## src/sv/cpg_pkg.sv

```systemverilog
// Package: field widths, register map and default sizes for the constellation pair generator
package cpg_pkg;

    localparam int TIME_W = 32;
    localparam int FREQ_W = 10;
    localparam int GAP_W = 6;
    localparam int ZONE_W = 4;
    localparam int LOOKBACK_W = 7;
    localparam int CELL_W = TIME_W + FREQ_W;

    localparam int DATA_W = 32;
    localparam int ADDR_W = 3;

    localparam logic [0:0] REG_ANCHOR_GAP = 1'b0;
    localparam logic [0:0] REG_ZONE_SIZE = 1'b1;

    localparam logic [GAP_W-1:0] ANCHOR_GAP_RESET = 6'd8;
    localparam logic [ZONE_W-1:0] ZONE_SIZE_RESET = 4'd5;

    localparam int HISTORY_DEPTH_DEFAULT = 64;
    localparam int MAX_ZONE_DEFAULT = 8;

endpackage

```

## src/sv/cpg_if.sv

```systemverilog
// Interfaces: peak cell input channel and pair record output channel
interface cpg_cell_if;
    logic                        valid;
    logic                        ready;
    logic [cpg_pkg::TIME_W-1:0]  cell_time;
    logic [cpg_pkg::FREQ_W-1:0]  cell_freq;

    modport source (output valid, output cell_time, output cell_freq, input ready);
    modport sink (input valid, input cell_time, input cell_freq, output ready);
endinterface

interface cpg_pair_if;
    logic                        valid;
    logic                        ready;
    logic [cpg_pkg::FREQ_W-1:0]  anchor_freq;
    logic [cpg_pkg::FREQ_W-1:0]  point_freq;
    logic [cpg_pkg::TIME_W-1:0]  time_delta;
    logic [cpg_pkg::TIME_W-1:0]  anchor_time;
    logic                        last_in_zone;

    modport source (output valid, output anchor_freq, output point_freq, output time_delta,
                    output anchor_time, output last_in_zone, input ready);
    modport sink (input valid, input anchor_freq, input point_freq, input time_delta,
                  input anchor_time, input last_in_zone, output ready);
endinterface

```

## src/sv/constellation_pair_generator.sv

```systemverilog
// Top level: anchor and target zone pairing over a ring of recent peak cells
// A cell that closes a zone passes ANCHOR, CAPTURE and EMIT before its first record is
// registered; each further record takes POINT and EMIT through the single history read
// port, EMIT waits while the output word is full, and no cell is accepted outside IDLE.
// Reset: asynchronous, active low; clears ring pointer, fill count, sequencer and
// output word, and loads anchor_gap 8 and zone_size 5. History contents are not cleared.
module constellation_pair_generator #(
    parameter int HISTORY_DEPTH = cpg_pkg::HISTORY_DEPTH_DEFAULT,
    parameter int MAX_ZONE = cpg_pkg::MAX_ZONE_DEFAULT
) (
    input  logic                        clk,
    input  logic                        rst_n,
    input  logic                        psel,
    input  logic                        penable,
    input  logic                        pwrite,
    input  logic [cpg_pkg::ADDR_W-1:0]  paddr,
    input  logic [cpg_pkg::DATA_W-1:0]  pwdata,
    output logic [cpg_pkg::DATA_W-1:0]  prdata,
    output logic                        pready,
    cpg_cell_if.sink                    peak,
    cpg_pair_if.source                  pair
);

    localparam int SLOT_W = $clog2(HISTORY_DEPTH);
    localparam int SEEN_W = $clog2(HISTORY_DEPTH + 1);
    localparam int CMP_W = (SLOT_W + 1 > cpg_pkg::LOOKBACK_W) ? SLOT_W + 1
                                                              : cpg_pkg::LOOKBACK_W;

    localparam logic [0:0] REG_SEL_GAP = cpg_pkg::REG_ANCHOR_GAP;
    localparam logic [0:0] REG_SEL_ZONE = cpg_pkg::REG_ZONE_SIZE;

    typedef enum logic [2:0] {
        IDLE,
        ANCHOR,
        CAPTURE,
        POINT,
        EMIT
    } state_t;

    function automatic logic [SLOT_W-1:0] slot_back(input logic [SLOT_W-1:0] newest,
                                                    input logic [SLOT_W-1:0] back);
        logic [SLOT_W:0] sum;
        sum = {1'b0, newest} + (SLOT_W+1)'(HISTORY_DEPTH) - {1'b0, back};
        if (sum >= (SLOT_W+1)'(HISTORY_DEPTH))
        begin
            sum = sum - (SLOT_W+1)'(HISTORY_DEPTH);
        end
        return sum[SLOT_W-1:0];
    endfunction

    logic [cpg_pkg::GAP_W-1:0]   anchor_gap_reg;
    logic [cpg_pkg::ZONE_W-1:0]  zone_size_reg;

    logic [cpg_pkg::CELL_W-1:0]  history [HISTORY_DEPTH];
    logic [cpg_pkg::CELL_W-1:0]  rdata_reg;

    state_t                      state_reg, state_next;
    logic [SLOT_W-1:0]           write_slot_reg, write_slot_next;
    logic [SEEN_W-1:0]           cells_seen_reg, cells_seen_next;
    logic [SLOT_W-1:0]           newest_reg, newest_next;
    logic [cpg_pkg::ZONE_W-1:0]  zs_reg, zs_next;
    logic [CMP_W-1:0]            lookback_reg, lookback_next;
    logic [cpg_pkg::ZONE_W-1:0]  z_reg, z_next;
    logic [cpg_pkg::TIME_W-1:0]  a_time_reg, a_time_next;
    logic [cpg_pkg::FREQ_W-1:0]  a_freq_reg, a_freq_next;

    logic                        out_valid_reg, out_valid_next;
    logic [cpg_pkg::FREQ_W-1:0]  out_afreq_reg, out_afreq_next;
    logic [cpg_pkg::FREQ_W-1:0]  out_pfreq_reg, out_pfreq_next;
    logic [cpg_pkg::TIME_W-1:0]  out_delta_reg, out_delta_next;
    logic [cpg_pkg::TIME_W-1:0]  out_atime_reg, out_atime_next;
    logic                        out_last_reg, out_last_next;

    logic                        accept;
    logic                        cfg_write;
    logic [cpg_pkg::ZONE_W-1:0]  zs_clamped;
    logic [CMP_W-1:0]            lookback_c;
    logic                        out_free;
    logic                        rd_en;
    logic [SLOT_W-1:0]           rd_addr;
    logic [cpg_pkg::TIME_W-1:0]  rd_time;
    logic [cpg_pkg::FREQ_W-1:0]  rd_freq;

    assign pready = 1'b1;
    assign cfg_write = psel && penable && pwrite;

    always_comb
    begin
        case (paddr[2])
            REG_SEL_GAP:  prdata = cpg_pkg::DATA_W'(anchor_gap_reg);
            REG_SEL_ZONE: prdata = cpg_pkg::DATA_W'(zone_size_reg);
            default:      prdata = '0;
        endcase
    end

    always_ff @(posedge clk or negedge rst_n)
    begin
        if (!rst_n)
        begin
            anchor_gap_reg <= cpg_pkg::ANCHOR_GAP_RESET;
            zone_size_reg <= cpg_pkg::ZONE_SIZE_RESET;
        end
        else if (cfg_write)
        begin
            if (paddr[2] == REG_SEL_GAP)
            begin
                anchor_gap_reg <= pwdata[cpg_pkg::GAP_W-1:0];
            end
            else
            begin
                zone_size_reg <= pwdata[cpg_pkg::ZONE_W-1:0];
            end
        end
    end

    assign peak.ready = (state_reg == IDLE);
    assign accept = peak.valid && peak.ready;
    assign out_free = !out_valid_reg || pair.ready;

    assign rd_time = rdata_reg[cpg_pkg::CELL_W-1:cpg_pkg::FREQ_W];
    assign rd_freq = rdata_reg[cpg_pkg::FREQ_W-1:0];

    always_comb
    begin
        if (int'(zone_size_reg) > MAX_ZONE)
        begin
            zs_clamped = cpg_pkg::ZONE_W'(MAX_ZONE);
        end
        else
        begin
            zs_clamped = zone_size_reg;
        end
        lookback_c = CMP_W'(anchor_gap_reg) + CMP_W'(zs_clamped) - CMP_W'(1);
    end

    always_comb
    begin
        rd_en = 1'b0;
        rd_addr = slot_back(newest_reg, SLOT_W'(zs_reg - z_reg - cpg_pkg::ZONE_W'(1)));
        case (state_reg)
            ANCHOR:
            begin
                rd_en = 1'b1;
                rd_addr = slot_back(newest_reg, lookback_reg[SLOT_W-1:0]);
            end
            CAPTURE, POINT:
            begin
                rd_en = 1'b1;
            end
            default:
            begin
                rd_en = 1'b0;
            end
        endcase
    end

    always_ff @(posedge clk)
    begin
        if (accept)
        begin
            history[write_slot_reg] <= {peak.cell_time, peak.cell_freq};
        end
    end

    always_ff @(posedge clk)
    begin
        if (rd_en)
        begin
            rdata_reg <= history[rd_addr];
        end
    end

    always_comb
    begin
        state_next = state_reg;
        write_slot_next = write_slot_reg;
        cells_seen_next = cells_seen_reg;
        newest_next = newest_reg;
        zs_next = zs_reg;
        lookback_next = lookback_reg;
        z_next = z_reg;
        a_time_next = a_time_reg;
        a_freq_next = a_freq_reg;
        out_valid_next = out_valid_reg && !pair.ready;
        out_afreq_next = out_afreq_reg;
        out_pfreq_next = out_pfreq_reg;
        out_delta_next = out_delta_reg;
        out_atime_next = out_atime_reg;
        out_last_next = out_last_reg;
        case (state_reg)
            IDLE:
            begin
                if (accept)
                begin
                    newest_next = write_slot_reg;
                    if (write_slot_reg == SLOT_W'(HISTORY_DEPTH - 1))
                    begin
                        write_slot_next = '0;
                    end
                    else
                    begin
                        write_slot_next = write_slot_reg + SLOT_W'(1);
                    end
                    if (cells_seen_reg < SEEN_W'(HISTORY_DEPTH))
                    begin
                        cells_seen_next = cells_seen_reg + SEEN_W'(1);
                    end
                    zs_next = zs_clamped;
                    lookback_next = lookback_c;
                    z_next = '0;
                    if ((zs_clamped != '0) && (lookback_c < CMP_W'(HISTORY_DEPTH))
                        && (lookback_c < CMP_W'(cells_seen_next)))
                    begin
                        state_next = ANCHOR;
                    end
                end
            end
            ANCHOR:
            begin
                state_next = CAPTURE;
            end
            CAPTURE:
            begin
                a_time_next = rd_time;
                a_freq_next = rd_freq;
                state_next = EMIT;
            end
            POINT:
            begin
                state_next = EMIT;
            end
            EMIT:
            begin
                if (out_free)
                begin
                    out_valid_next = 1'b1;
                    out_afreq_next = a_freq_reg;
                    out_pfreq_next = rd_freq;
                    out_delta_next = rd_time - a_time_reg;
                    out_atime_next = a_time_reg;
                    out_last_next = (z_reg + cpg_pkg::ZONE_W'(1) == zs_reg);
                    z_next = z_reg + cpg_pkg::ZONE_W'(1);
                    if (z_reg + cpg_pkg::ZONE_W'(1) == zs_reg)
                    begin
                        state_next = IDLE;
                    end
                    else
                    begin
                        state_next = POINT;
                    end
                end
            end
            default:
            begin
                state_next = IDLE;
            end
        endcase
    end

    always_ff @(posedge clk or negedge rst_n)
    begin
        if (!rst_n)
        begin
            state_reg <= IDLE;
            write_slot_reg <= '0;
            cells_seen_reg <= '0;
            newest_reg <= '0;
            zs_reg <= '0;
            lookback_reg <= '0;
            z_reg <= '0;
            a_time_reg <= '0;
            a_freq_reg <= '0;
            out_valid_reg <= 1'b0;
            out_afreq_reg <= '0;
            out_pfreq_reg <= '0;
            out_delta_reg <= '0;
            out_atime_reg <= '0;
            out_last_reg <= 1'b0;
        end
        else
        begin
            state_reg <= state_next;
            write_slot_reg <= write_slot_next;
            cells_seen_reg <= cells_seen_next;
            newest_reg <= newest_next;
            zs_reg <= zs_next;
            lookback_reg <= lookback_next;
            z_reg <= z_next;
            a_time_reg <= a_time_next;
            a_freq_reg <= a_freq_next;
            out_valid_reg <= out_valid_next;
            out_afreq_reg <= out_afreq_next;
            out_pfreq_reg <= out_pfreq_next;
            out_delta_reg <= out_delta_next;
            out_atime_reg <= out_atime_next;
            out_last_reg <= out_last_next;
        end
    end

    assign pair.valid = out_valid_reg;
    assign pair.anchor_freq = out_afreq_reg;
    assign pair.point_freq = out_pfreq_reg;
    assign pair.time_delta = out_delta_reg;
    assign pair.anchor_time = out_atime_reg;
    assign pair.last_in_zone = out_last_reg;

    property p_ready_only_idle;
        @(posedge clk) disable iff (!rst_n)
        peak.ready |-> (state_reg == IDLE);
    endproperty
    assert property (p_ready_only_idle)
        else $error("peak channel ready outside idle");

    property p_zone_counter_bound;
        @(posedge clk) disable iff (!rst_n)
        (state_reg == POINT || state_reg == EMIT) |-> (z_reg < zs_reg);
    endproperty
    assert property (p_zone_counter_bound)
        else $error("zone counter ran past zone size");

    property p_more_records_pending;
        @(posedge clk) disable iff (!rst_n)
        (pair.valid && !pair.last_in_zone) |-> (state_reg != IDLE);
    endproperty
    assert property (p_more_records_pending)
        else $error("sequencer idle before last word of zone");

endmodule

```

## src/flat_wrapper.sv

```systemverilog
// flat-port wrapper written by rule: the top's interface ports become plain ports
module constellation_pair_generator_flat 
#(
    parameter int HISTORY_DEPTH = cpg_pkg::HISTORY_DEPTH_DEFAULT,
    parameter int MAX_ZONE = cpg_pkg::MAX_ZONE_DEFAULT
)
  (clk, rst_n, psel, penable, pwrite, paddr, pwdata, prdata, pready, peak_valid, peak_cell_time, peak_cell_freq, peak_ready, pair_valid, pair_anchor_freq, pair_point_freq, pair_time_delta, pair_anchor_time, pair_last_in_zone, pair_ready);
  cpg_cell_if peak_i ();
  cpg_pair_if pair_i ();
  input  logic clk;
  input  logic rst_n;
  input  logic psel;
  input  logic penable;
  input  logic pwrite;
  input  logic [cpg_pkg::ADDR_W-1:0] paddr;
  input  logic [cpg_pkg::DATA_W-1:0] pwdata;
  output logic [cpg_pkg::DATA_W-1:0] prdata;
  output logic pready;
  input wire logic [$bits(peak_i.valid)-1:0] peak_valid;
  input wire logic [$bits(peak_i.cell_time)-1:0] peak_cell_time;
  input wire logic [$bits(peak_i.cell_freq)-1:0] peak_cell_freq;
  output wire logic [$bits(peak_i.ready)-1:0] peak_ready;
  output wire logic [$bits(pair_i.valid)-1:0] pair_valid;
  output wire logic [$bits(pair_i.anchor_freq)-1:0] pair_anchor_freq;
  output wire logic [$bits(pair_i.point_freq)-1:0] pair_point_freq;
  output wire logic [$bits(pair_i.time_delta)-1:0] pair_time_delta;
  output wire logic [$bits(pair_i.anchor_time)-1:0] pair_anchor_time;
  output wire logic [$bits(pair_i.last_in_zone)-1:0] pair_last_in_zone;
  input wire logic [$bits(pair_i.ready)-1:0] pair_ready;
  assign peak_i.valid = peak_valid;
  assign peak_i.cell_time = peak_cell_time;
  assign peak_i.cell_freq = peak_cell_freq;
  assign peak_ready = peak_i.ready;
  assign pair_valid = pair_i.valid;
  assign pair_anchor_freq = pair_i.anchor_freq;
  assign pair_point_freq = pair_i.point_freq;
  assign pair_time_delta = pair_i.time_delta;
  assign pair_anchor_time = pair_i.anchor_time;
  assign pair_last_in_zone = pair_i.last_in_zone;
  assign pair_i.ready = pair_ready;
  constellation_pair_generator #(.HISTORY_DEPTH(HISTORY_DEPTH), .MAX_ZONE(MAX_ZONE)) u_core (.clk(clk), .rst_n(rst_n), .psel(psel), .penable(penable), .pwrite(pwrite), .paddr(paddr), .pwdata(pwdata), .prdata(prdata), .pready(pready), .peak(peak_i), .pair(pair_i));
endmodule
```

## config.mk

```make
export PLATFORM = sky130hd
export DESIGN_NAME = constellation_pair_generator_flat
export DESIGN_NICKNAME = d
export VERILOG_FILES = /design/src/sv/cpg_pkg.sv /design/src/sv/cpg_if.sv /design/src/sv/constellation_pair_generator.sv /design/src/flat_wrapper.sv
export SDC_FILE = /design/constraint.sdc
export NUM_CORES = 2
export LEC_CHECK = 0
export ABC_AREA = 1
export ABC_CLOCK_PERIOD_IN_PS = 5060
export BUFFER_PORTS_ARGS = -buffer_cell sky130_fd_sc_hd__buf_2
export CAP_MARGIN = 25
export CORE_UTILIZATION = 55
export DETAILED_ROUTE_END_ITERATION = 10
export PLACE_DENSITY_LB_ADDON = 0.12
export SYNTH_ARGS = -nofsm -noshare
export SYNTH_HDL_FRONTEND = slang
export SYNTH_SLANG_ARGS = --single-unit
```

## constraint.sdc

```tcl
create_clock -name clk -period 5.06 [get_ports clk]
set_input_delay 1.012 -clock clk [delete_from_list [all_inputs] [get_ports clk]]
set_output_delay 1.012 -clock clk [all_outputs]
set_load 0.03 [all_outputs]
```

==> reports/metrics.csv <==
stage,metric,value,unit
detailed_routing,dr.first_iter.drc_count,11500,
sta,fin_tns_setup,0,ps
global_routing,grt_max_degree,144,
setup_path,path_class,flop to flop,
sta,rsz0062_at_grt,no,
yosys,synthDistinctLibCells,40,
detailed_routing,ant_nets,0,
yosys,synth_top_area_frac,0.681,
setup_path,setup.worst_path.end_class,flop,
detailed_routing,drt-wirelength-per-cell,24.9,microns
yosys,ys_warn_count,0,
global_routing,grt.total_usage,0.315,
setup_path,cp-start-kind,flop,
sta,fin_skew,62.8,ps
yosys,synthTopCellsByArea,"edfxtp_1, nand2_1, nor2_1, o21ai_0, dfrtp_1",
die,start_util,0.554,
final_layout,layout-drive-gt1-share,0.0868,
placement,post-dp-hpwl,196,mm
clocking,cts_num_sinks,2904,
global_routing,grtUsageMet3,0.0602,
clocking,clockRootBuffer,clkbuf_16,
min_path,hold_class,input pin to async pin,
final_layout,fillers,16800,
die,core,217000,sq um
sta,min_period,4910,ps
yosys,netlist_instances,10900,
die,fp.dieArea,221000,sq um
clocking,clk_latency,970,ps
detailed_routing,dr.pass1.iters,8,
final_layout,nets,11200,
flow_run,cap_violations,0,
final_layout,layout_common_cells,"edfxtp_1, nand2_1, nor2_1",
clocking,cts_tree,yes,
setup_path,startpoint,u_core.z_reg[0],
setup_path,arrival,5470,ps
die,die_w,470,microns
sta,min_period_over_period,0.970,
sta,tightestPinTransition,1040,ps
detailed_routing,remaining_drc_errors,0,
die,die_h,470,microns
final_layout,largest_reg_flops,2688,
placement,io_buffers,148,
outcome,status,completed,
setup_path,crit_required,5620,ps
sta,relSlewSlack,0.303,
global_routing,antenna_found_initial,20,
yosys,synth.cell_area,120000,sq um
yosys,seq_area_frac_synth,0.717,
setup_path,crit_fanout,38,
global_routing,use_met2,0.483,
sta,max_freq,0.204,GHz
sta,finalMaxSlewViolations,0,
sta,finalHoldViolCount,0,
clocking,holdBufCountCts,0,
die,io_pins,204,
sta,finalSetupViolCount,0,
clocking,cts_max_path_buffers,4,
detailed_routing,vias,82700,
setup_path,r2r_cells,19,
global_routing,grt_overflow,0,
final_layout,final_common_cell,edfxtp_1,
setup_path,r2r_slack,150,ps
detailed_routing,drt-total-wl,352,mm
clocking,cts_setup_buffers,0,
global_routing,grt_pass1_vias,77000,
setup_path,regToRegStartpoint,u_core.z_reg[0],
detailed_routing,routed_via_density,5.84,
yosys,yosysTopAreaCell,edfxtp_1,
setup_path,r2r-end,u_core.rdata_reg[4],
clocking,htreeDepth,5,
yosys,yosys_register_bits,2904,
yosys,syn_avg_cell_area,11.1,sq um
global_routing,use_met1,0.451,
clocking,cts.clk_slew.worst_paths,60,ps
placement,place_congestion,0.908,
final_layout,area_growth,12.9,%
clocking,postCtsResizedCells,0,
global_routing,grt.busiest_layer,met2,
clocking,numCtsBuffers,313,
global_routing,grt_first_pass_wirelength,511,mm
die,row_count,171,
cell type report:
cell class | count | area (sq um) | share of cell area
repair buffers | 501 | 5040 | 0.0371
diodes | 6 | 15.0 | 0.000110
inverters | 232 | 905 | 0.00666
well taps | 2854 | 3570 | 0.0263
flip-flops and latches | 2904 | 86300 | 0.635
multi-input cells | 7134 | 30800 | 0.227
clock inverters | 134 | 982 | 0.00723
clock buffers | 386 | 8290 | 0.0610
stage by stage:
step	hold slack, ps	instances	cell area [sq um]	setup WS (ps)	utilization
after floorplan	437	10900	120000	153	-
after global placement	452	13600	126000	335	0.579
after detailed placement	453	13600	126000	279	0.580
after CTS	128	14100	135000	237	0.623
after global routing	199	14100	136000	14.1	0.625
final	143	14200	136000	152	0.625
cell families (layout without fill, tap and decap cells):
group           Yosys count  after routing  share of synthesized area
buf+inv                 880           1253                     0.0325
xor+xnor                 28             28                    0.00204
compound gates         1520           1520                     0.0633
mux                       2              2                   0.000177
simple gates           5494           5494                      0.178
flops                  2904           2904                      0.717
fa+ha+maj                63             63                    0.00680
other cells               2             33                  0.0000624
cell usage after synthesis:
| cell | n |
|---|---|
| mux2i_1 | 1 |
| o21ai_1 | 226 |
| inv_1 | 226 |
| conb_1 | 2 |
| inv_2 | 4 |
| buf_1 | 58 |
| a21boi_0 | 1 |
| nand4_1 | 4 |
| nand2_2 | 1 |
| clkbuf_1 | 325 |
| o22ai_1 | 4 |
| nor2_1 | 2347 |
| nand2_1 | 2547 |
| nor3_1 | 5 |
| buf_4 | 103 |
| nor4_1 | 1 |
| fa_1 | 4 |
| buf_2 | 157 |
| o21ai_0 | 1223 |
| nor3_2 | 1 |
| a21o_1 | 1 |
| xor2_1 | 13 |
| a21oi_1 | 61 |
| o21bai_1 | 3 |
| nand3b_1 | 7 |
| clkinv_1 | 2 |
| and3_1 | 1 |
| and2_1 | 4 |
| a31oi_1 | 1 |
| edfxtp_1 | 2730 |
| or2_2 | 2 |
| mux2_2 | 1 |
| clkbuf_2 | 1 |
| dfstp_2 | 3 |
| xnor2_1 | 15 |
| buf_6 | 4 |
| nor3b_1 | 1 |
| nand3_1 | 573 |
| ha_1 | 59 |
| dfrtp_1 | 171 |
critical path, stage by stage (launching register included):
cell     delay [ps]
dfrtp_1         430
ha_1            180
inv_1            60
fa_1            490
inv_1            60
ha_1            280
nand2_1          60
o21ai_0         230
fa_4            960
buf_12          260
buf_12          280
nor2_1           70
o21ai_0          70
nand2_1          70
nand2_1          60
nand3_1          80
nand3_1         260
nand2_1         150
nand2_1          90
nand2_1         270
layer usage:
metal / wire length (microns) / part of all wire
met1: 144000 / 0.41
met2: 158000 / 0.45
met3: 36900 / 0.10
met4: 12700 / 0.036
met5: 79 / 0.00022
how the worst max path moves through the flow:
stage	to	slack (ps)
floorplan	u_core.history[39][0]	150
finish	u_core.rdata_reg[4]	150
detailed placement	u_core.rdata_reg[14]	280
global placement	u_core.rdata_reg[16]	330
CTS	u_core.rdata_reg[14]	240
global route	u_core.rdata_reg[6]	10
Power is left out: the tool's default activity adds up to more than one toggle a clock period on the data nets, which glitch-free logic cannot reach.
